$ cat config.mk
export PLATFORM = sky130hd
export DESIGN_NAME = pip_front
export DESIGN_NICKNAME = d
export VERILOG_FILES = /design/src/hw/rtl/pip_pkg.sv /design/src/hw/rtl/pip_front.sv
export SDC_FILE = /design/constraint.sdc
export NUM_CORES = 1
export LEC_CHECK = 0
export BUFFER_PORTS_ARGS = -buffer_cell sky130_fd_sc_hd__buf_2
export CORE_ASPECT_RATIO = 0.6
export CORE_MARGIN = 2
export CORE_UTILIZATION = 44
export CTS_BUF_LIST = sky130_fd_sc_hd__clkbuf_4 sky130_fd_sc_hd__clkbuf_8 sky130_fd_sc_hd__clkbuf_16
export CTS_CLUSTER_SIZE = 8
export DETAILED_ROUTE_END_ITERATION = 8
export PLACE_DENSITY = 0.82
export RECOVER_POWER = 25
export SLEW_MARGIN = 25
export SYNTH_ARGS = -nofsm -noshare
export SYNTH_HDL_FRONTEND = slang
export SYNTH_SLANG_ARGS = --single-unit
$ cat constraint.sdc
create_clock -name clk -period 1.2 [get_ports clk]
set_input_delay 0.24 -clock clk [delete_from_list [all_inputs] [get_ports clk]]
set_output_delay 0.24 -clock clk [all_outputs]
set_load 0.02 [all_outputs]
$ cat src/hw/rtl/pip_pkg.sv
// ----------------------------------------------------------------------------
// pip_pkg
// Shared types and widths for the point-in-polygon crossing-number test.
// ----------------------------------------------------------------------------
package pip_pkg;

  // Signed Q12.12 coordinates
  localparam int COORD_BITS = 24;
  // Coordinate differences and their products
  localparam int DIFF_BITS  = COORD_BITS + 1;
  localparam int PROD_BITS  = 2 * DIFF_BITS;

  typedef logic signed [COORD_BITS-1:0] coord_t;

  // One vertex request
  typedef struct packed {
    coord_t vertex_x;
    coord_t vertex_y;
    coord_t point_x;
    coord_t point_y;
    logic   first_vertex;
    logic   last_vertex;
  } pip_in_t;

  // One result
  typedef struct packed {
    logic inside_res;
    logic on_boundary;
  } pip_out_t;

  // Registered vertex with everything both edge tests need
  typedef struct packed {
    coord_t vx;
    coord_t vy;
    coord_t prev_x;
    coord_t prev_y;
    coord_t start_x;
    coord_t start_y;
    coord_t held_px;
    coord_t held_py;
    logic   first;
    logic   last;
  } pip_ctx_t;

  // Outcome of one edge against the held point
  typedef struct packed {
    logic crossed;
    logic hit;
  } pip_edge_res_t;

endpackage

$ cat src/hw/rtl/pip_front.sv
// ----------------------------------------------------------------------------
// pip_front
// Input register: holds the accepted vertex with its previous vertex, the
// polygon's first vertex and the latched test point.
// ----------------------------------------------------------------------------
module pip_front (
  input  logic              clk,
  input  logic              rst,
  input  logic              vtx_valid,
  output logic              vtx_ready,
  input  pip_pkg::pip_in_t  vtx,
  input  logic              advance,
  output logic              valid,
  output pip_pkg::pip_ctx_t ctx
);

  logic take;

  assign vtx_ready = !valid || advance;
  assign take      = vtx_valid && vtx_ready;

  always_ff @(posedge clk) begin
    if (rst) begin
      valid <= 1'b0;
      ctx   <= '0;
    end else begin
      if (take) begin
        valid       <= 1'b1;
        ctx.vx      <= vtx.vertex_x;
        ctx.vy      <= vtx.vertex_y;
        // previous vertex is the one held until now
        ctx.prev_x  <= ctx.vx;
        ctx.prev_y  <= ctx.vy;
        ctx.first   <= vtx.first_vertex;
        ctx.last    <= vtx.last_vertex;
        if (vtx.first_vertex) begin
          ctx.start_x <= vtx.vertex_x;
          ctx.start_y <= vtx.vertex_y;
          ctx.held_px <= vtx.point_x;
          ctx.held_py <= vtx.point_y;
        end
      end else if (advance) begin
        valid <= 1'b0;
      end
    end
  end

endmodule

==> results summary, run 1 <==
The worst reg2reg path startpoint is valid$_SDFFE_PP0P_. The share of total power dissipated in sequential elements is 0.472. The DRC violation count after routing is 0.

The weighted congestion at the end of routability-driven global placement came out at 0.804. The switching share of power is 0.276. The number of buffers on the longest clock path came out at 2.

By count the netlist is led by sky130_fd_sc_hd__nand2b_1 (242), sky130_fd_sc_hd__dfxtp_1 (195), sky130_fd_sc_hd__mux2i_1 (144). In this run the most used layer during global routing was met2. The final reports fail on setup timing.

At the worst endpoint, the required time is 0.96 ns. The fmax came out at 748 MHz. The worst setup path is launched from a register. After synthesis, the cell types taking the most area are sky130_fd_sc_hd__dfxtp_1 (49%), sky130_fd_sc_hd__nand2b_1 (19%), sky130_fd_sc_hd__mux2i_1 (18%).

The peak fanout along the critical path is 5. The number of synthesized flops with an enable pin came out at 0. The via count is 6445.

Data arrives at the worst endpoint at 1.10 ns. sky130_fd_sc_hd__dfxtp_1 takes more of the synthesized area than any other cell. The via count normalized by instance count is 4.96. The count of buffers from port buffering came out at 297. The first-pass iteration count of the detailed router is 5. The overall fraction of global-route tracks in use is 0.208.

The post-detailed-placement half-perimeter wirelength came out at 14.8 mm. The worst-case IR drop observed on VDD is 0.000781 V. The highest cell delay on the worst timing path came out at 0.36 ns. The minimum clock period after layout came out at 1.34 ns. The number of top-level pins is 298. Clock-pin slew was measured on the worst setup and hold paths at 0.08 ns.

The post-synth design cell area came out at 7960 µm². The clock arrives with 0.0165 ns of skew. The number of endpoints with negative hold slack in the final report came out at 0. The commonest register cell after synthesis is sky130_fd_sc_hd__dfxtp_1. Of the total power, the clock network draws 0.370. The average size of a mapped cell is 10.6 µm². The detailed router finished its first iteration with 418 violations.

The instance count of the mapped netlist is 753. Setup slack on the critical path of the routed design comes to -0.137 ns. The die is 108 µm tall. The worst hold margin is 0.0649 ns. The final worst-path cycle share came out at 1.11. sky130_fd_sc_hd__nand2b_1 is the most common cell in the netlist. The region available for standard cell placement spans 17900 µm². The number of different library cells in the post-synthesis netlist came out at 19. For this run, the register share of the synthesized area comes to 0.490.

The leftover overflow at the end of global routing is 0. Counting every net in the synthesized netlist gives 855. The initial antenna violation count is 0.

The die width is 178 µm. The switching component of the power is 4.11 mW. The final core utilization came out at 0.618.

The met1 global-route usage is 0.283. The first-pass GRT wire length is 31.7 mm. The tightest slew margin relative to the limit came out at 0.643.

The worst setup path is captured at an output port. The logic gate share of total power is 0.159. The final max-slew violation count is 0.

The internal portion of the total power is 10.7 mW. The area added between synthesis and finish is 38.9%. The mean routed wirelength per cell is 17.1 µm. The number of nets at the end of the flow is 1149. The most critical setup path has its startpoint at valid$_SDFFE_PP0P_. TritonCTS built the clock tree. The worst setup path is of the reg2out kind.

The met2 routing resource usage after global routing is 0.326. The number of global-route vias before repair came out at 6124. The clock tree synthesis step divided the H-tree into 4 levels. For this design, the slowest cell found on the critical path is sky130_fd_sc_hd__dfxtp_4.

The total CTS buffers came out at 17. The number of clock sinks is 195. In this run the worst hold path is classified as in2reg.

The largest net degree at the start of global routing is 54. The count of nets left with antenna violations once routing finished came out at 0. The fraction of final layout cells sized beyond drive strength 1 came out at 0.412. The share of flip-flops with an asynchronous set or reset came out at 0.

Setup repair after global routing could not meet its margin everywhere. Wires add up to 22.2 mm. The area enclosed by the die boundary came out at 19200 µm². The slew at the pin closest to its max-slew limit is 0.536 ns.

The initial standard-cell utilization of the core is 0.445. In this run the most critical hold path is launched from vtx[34]. The area fraction of the dominant cell type after synthesis is 0.490.

For this run, global-route usage on met3 was measured as 0.0629. Counting flops and latches in the post-synthesis netlist gives 195. The signal on the critical path passes through nand2b_4 -> buf_8 -> buf_6. The placement row count is 38. Max-cap violations in this run came to 0.

The number of synthesis warnings came out at 0. The static leakage came out at 5.16 nW. The flow ran to the end, but the final reports show violations. Dividing total power by cell area gives a power density of 1340 nW/µm². The tree is rooted in a sky130_fd_sc_hd__clkbuf_16. The final number of setup-violating endpoints is 106. Clock latency on the worst-skew pair, taken at its later pin, is 0.42 ns.

The repair_antennas step left the layout with diodes totalling 0.
-- cell usage in the layout (no fill, tap or decap), types with 2 or more instances in the layout --
cell type                    Yosys  routed
sky130_fd_sc_hd__clkbuf_16       0      20
sky130_fd_sc_hd__and2_4          1       4
sky130_fd_sc_hd__buf_8           0       3
sky130_fd_sc_hd__buf_12          0      16
sky130_fd_sc_hd__inv_8           0       4
sky130_fd_sc_hd__nand2b_1      242     241
sky130_fd_sc_hd__a21oi_1         2       2
sky130_fd_sc_hd__clkinv_4        0       2
sky130_fd_sc_hd__buf_6          14       5
sky130_fd_sc_hd__clkinvlp_4      0       2
sky130_fd_sc_hd__inv_6           0       4
sky130_fd_sc_hd__mux2i_1       144     144
sky130_fd_sc_hd__nand4b_1       48      48
sky130_fd_sc_hd__o21ai_1         9       9
sky130_fd_sc_hd__buf_4           5     154
sky130_fd_sc_hd__buf_2           5     154
sky130_fd_sc_hd__o21ai_0        39      39
sky130_fd_sc_hd__dfxtp_2         0      57
sky130_fd_sc_hd__and2_2          0       2
sky130_fd_sc_hd__buf_16          0       2
sky130_fd_sc_hd__dfxtp_1       195     137
-- path summary, 6_finish.rpt --
check	to	slack [ns]	cells past startpoint
setup / recovery	vtx_ready	-0.14	3
hold / removal	ctx[34]$_SDFFE_PP0P_	0.06	3
setup reg to reg	ctx[153]$_SDFFE_PP0P_	-0.10	5
hold reg to reg	ctx[10]$_SDFFE_PP0P_	0.46	2
-- what timing repair did --
action | in CTS | in global routing
gates resized for setup | 31 | 197
cloned | 2 | 6
setup buffers | 3 | 2
endpoints found under the setup margin | 76 | 297
pin swaps | 1 | 0
hold buffers | 0 | 0
endpoints found under the hold margin | 0 | 0
-- power by group through the flow --
stage / combinational (mW) / sequential [mW] / clock (mW)
2_1_floorplan: 0.917 / 7.51 / 0
3_3_place_gp: 2.07 / 7.11 / 0
3_5_place_dp: 2.09 / 7.11 / 0
4_1_cts: 2.17 / 6.97 / 5.61
5_1_grt: 2.51 / 7.04 / 5.92
6_report: 2.36 / 7.01 / 5.49
-- critical path: cells and delay by family, from the launching register on --
family | cells | cell delay, ns
flops | 1 | 0.36
buf+inv | 2 | 0.25
simple gates | 1 | 0.07
-- stage by stage --
| stage | std cells | setup slack [ns] | area, µm² | power [mW] | TNS, ns |
|---|---|---|---|---|---|
| finish | 1299 | -0.137 | 11100 | 14.9 | -4.18 |
| global route | 1299 | -0.172 | 11100 | 15.5 | -10.07 |
| CTS | 1292 | -0.155 | 10500 | 14.8 | -5.45 |
| detailed placement | 1256 | -0.160 | 9810 | 9.21 | -6.00 |
| global placement | 1256 | -0.0765 | 9810 | 9.17 | -3.51 |
| floorplan | 753 | -0.0111 | 8020 | 8.43 | -0.556 |
-- state kept, by name, summed over array words and instances, names as in the netlist --
name,cells
ctx,194
valid,1
-- logic make-up after synthesis --
kind of cell    after synthesis  synth area share
compound gates               52            0.0335
flops                       195             0.490
simple gates                296             0.248
mux                         144             0.181
buf+inv                      66            0.0475
-- per-layer routing --
| metal | up-vias | wire length [µm] |
|---|---|---|
| met3 | 22 | 1650 |
| li1 | 3134 | - |
| met5 | - | 0 |
| met4 | 0 | 226 |
| met1 | 3074 | 10500 |
| met2 | 215 | 9860 |
-- final cells by class --
| cell class | count | area, µm² |
|---|---|---|
| fill | 1446 | 6820 |
| sequential | 195 | 3980 |
| multi-input combinational | 495 | 3740 |
| timing repair buffer | 337 | 2480 |
| clock buffer | 19 | 447 |
| tap | 240 | 300 |
| clock inverter | 12 | 113 |
| inverter | 1 | 3.75 |
Power figures use the tool's default switching activity.
==> run 2: changes to the inputs <==
Settings changed: CORE_UTILIZATION 44 to 49, PLACE_DENSITY 0.82 to 0.86.
Clock period 1.2 ns to 1.38 ns, I/O delays scaled along.
==> run 2 against run 1 <==
  * The run now ends clean
  * Sequential power is 14% lower
  * Sequential share of layout area is 1.9 points higher
  * Worst setup slack better by 0.16 ns
  * Worst hold slack better by 0.061 ns
  * Final cell count is 3.8% lower
  * Routed wire length is 10% lower
  * Via count is 2.3% lower
  * Clock power is 9.7% lower
  * Die area is 9.9% lower
  * First-iteration DRC count is 26% lower
  * Global-route usage is 1.6 points higher
  * Combinational power is 24% lower
  * Critical path type unchanged
==> results summary, run 2 (synthesis gave the netlist of run 1 again) <==
The run finished with clean final reports. The required time reported for the critical path endpoint is 1.10 ns. The DRC violation count after routing is 0. The highest cell delay on the worst timing path is 0.35 ns.

The clock reaches the later pin of the worst-skew pair after 0.42 ns. Setup repair after global routing could not meet its margin everywhere. The top cell types in the final layout, fill and taps aside, are sky130_fd_sc_hd__buf_2 (295), sky130_fd_sc_hd__nand2b_1 (241), sky130_fd_sc_hd__dfxtp_1 (194), sky130_fd_sc_hd__mux2i_1 (144), sky130_fd_sc_hd__nand4b_1 (48). The final worst-path cycle share is 0.983. No sink is reached through more buffers than the 2 on the longest clock path. The overall fraction of global-route tracks in use is 0.224. The portion of total power attributed to sequential cells is 0.473. The internal portion of the total power is 9.30 mW.

The area added between synthesis and finish came out at 29.6%. The H-tree was split into 4 levels. The static leakage came out at 5.01 nW.

The count of buffers from port buffering is 297. The antenna diode count is 0. The final cell area excluding filler cells is 10300 µm².

Clock tree synthesis found a total of 195 sinks. The final max-slew violation count was 0. Of the total power, the clock network draws 0.387. The number of global-route vias before repair came out at 5905. The iteration-0 DRC count of the detailed router is 308. The post-detailed-placement half-perimeter wirelength is 13.9 mm. The total CTS buffers is 17.

In this run the remaining antenna-violating nets after routing total 0. The worst pin sits at a relative slew slack of 0.661. For this design the ratio of total power to cell area is 1240 nW/µm². The first global-routing pass estimated 30.6 mm of wire.

The initial standard-cell utilization of the core came out at 0.495. The min-delay analysis places its worst path in the category in2reg. On the final layout, the worst clock skew is 0.0138 ns. The final number of setup-violating endpoints came out at 0. Static timing analysis puts the maximum clock frequency at 737 MHz.

The via count came out at 6299. In this run the horizontal extent of the chip is 169 µm. The library cell used most frequently in the layout, excluding fill and tap cells, is sky130_fd_sc_hd__buf_2.

The area of placed instances is 9640 µm². The analysis attributes to net switching a power of 3.51 mW. The total negative setup slack came out at 0 ns. The net count of the finished layout is 1129. The flip-flop count of the largest register, all copies and words added is 194. In the final layout, the registers with the most flip-flops are ctx (194), valid (1). The number of top-level pins came out at 298. The area of the core is 16100 µm². The placement row count came out at 36. The die covers 17300 µm². The via count normalized by instance count is 5.04. The number of endpoints with negative hold slack in the final report is 0. The initial antenna violation count is 0. The type of origin of the critical path is a register.

The register with the most flip-flops is ctx. Of the cells placed in the final design, the portion with a size suffix greater than 1 is 0.343. The total of max-cap violations is 0. The slowest library cell on the worst path is sky130_fd_sc_hd__dfxtp_2. In this run the clock root is driven by a sky130_fd_sc_hd__clkbuf_16. The minimum clock period after layout is 1.36 ns. The largest voltage drop on the vdd net is 0.000710 V. The congestion estimate from routability-driven global placement came to 0.801.

STA classifies the critical path endpoint as an output port. Summed over all layers, the routed wires come to 19.9 mm. TritonCTS built the clock tree. The die boundary height is 103 µm.

The worst path arrival time is 1.08 ns. Entering global routing, the biggest net connects 58 pins. The mean routed wirelength per cell is 15.9 µm. The critical path is of the reg2out type.

The first-pass iteration count of the detailed router is 5. In this run the worst path has a maximum fanout of 2. The signal on the critical path passes through nand2b_4 -> buf_12 -> buf_6. The clock transition time at the flip-flop clock pins of the worst setup and hold paths came out at 0.07 ns. The share of total power dissipated in combinational logic is 0.140.

The switching share of power came out at 0.274. The slew at the pin closest to its max-slew limit is 0.508 ns. The leftover overflow at the end of global routing is 0.
## run 2: cell types whose count changed in the layout (fill, tap and decap cells not counted), sizes merged, moves of 2 or more
cell	delta
inv	-2
and2	-3
clkinv	+4
clkbuf	-4
buf	-16
bufbuf	+2
## run 2: final cells by class
| class | instances | area, µm² |
|---|---|---|
| repair buffers | 320 | 1860 |
| multi-input cells | 492 | 3690 |
| well taps | 209 | 262 |
| flip-flops and latches | 195 | 3910 |
| clock buffers | 18 | 433 |
| clock inverters | 14 | 169 |
| inverters | 1 | 3.75 |
| fillers | 1295 | 5760 |
## run 2: power groups by stage
| stage | clock network (mW) | registers, mW | logic (mW) |
|---|---|---|---|
| after floorplan | 0 | 6.53 | 0.776 |
| after global placement | 0 | 6.18 | 1.74 |
| after detailed placement | 0 | 6.18 | 1.77 |
| after CTS | 5.08 | 6.06 | 1.81 |
| after global routing | 5.28 | 6.09 | 1.93 |
| final | 4.96 | 6.06 | 1.79 |
## run 2: routing by layer
| metal | wire length, µm | GRT usage | vias up |
|---|---|---|---|
| met2 | 9180 | 0.366 | 193 |
| met4 | 150 | 0.0544 | 0 |
| met5 | 0 | 0 | - |
| li1 | - | - | 3086 |
| met3 | 1240 | 0.0591 | 13 |
| met1 | 9340 | 0.300 | 3007 |
## run 2: metrics by stage
step	instances	utilization	setup slack (ns)	power (mW)	hold WS [ns]
after floorplan	753	-	0.00679	7.31	0.423
after global placement	1213	0.600	0.0728	7.92	0.449
after detailed placement	1213	0.600	0.0154	7.96	0.455
after CTS	1249	0.643	0.00373	12.9	0.0971
after global routing	1249	0.642	-0.0190	13.3	0.113
final	1249	0.642	0.0233	12.8	0.126
## run 2: final timing paths
check,end,cells after the start,from,slack (ns)
min,ctx[0]$_SDFFE_PP0P_,3,vtx[0],0.13
min reg2reg,ctx[13]$_SDFFE_PP0P_,2,ctx[13]$_SDFFE_PP0P_,0.47
max reg2reg,ctx[104]$_SDFFE_PP0P_,5,valid$_SDFFE_PP0P_,0.06
max,vtx_ready,3,valid$_SDFFE_PP0P_,0.02
## run 2: critical path, delay by kind of cell, from the launching register on
| family | cells | cell delay, ns |
|---|---|---|
| DFF | 1 | 0.35 |
| buffers and inverters | 2 | 0.25 |
| and+or+nand+nor | 1 | 0.07 |
## run 2: timing repair
item	CTS	global route
cloned	2	0
endpoints found under the hold margin	0	0
setup endpoints to repair	1	1
gates resized for setup	4	0
hold buffers	0	0
buffers inserted	2	0
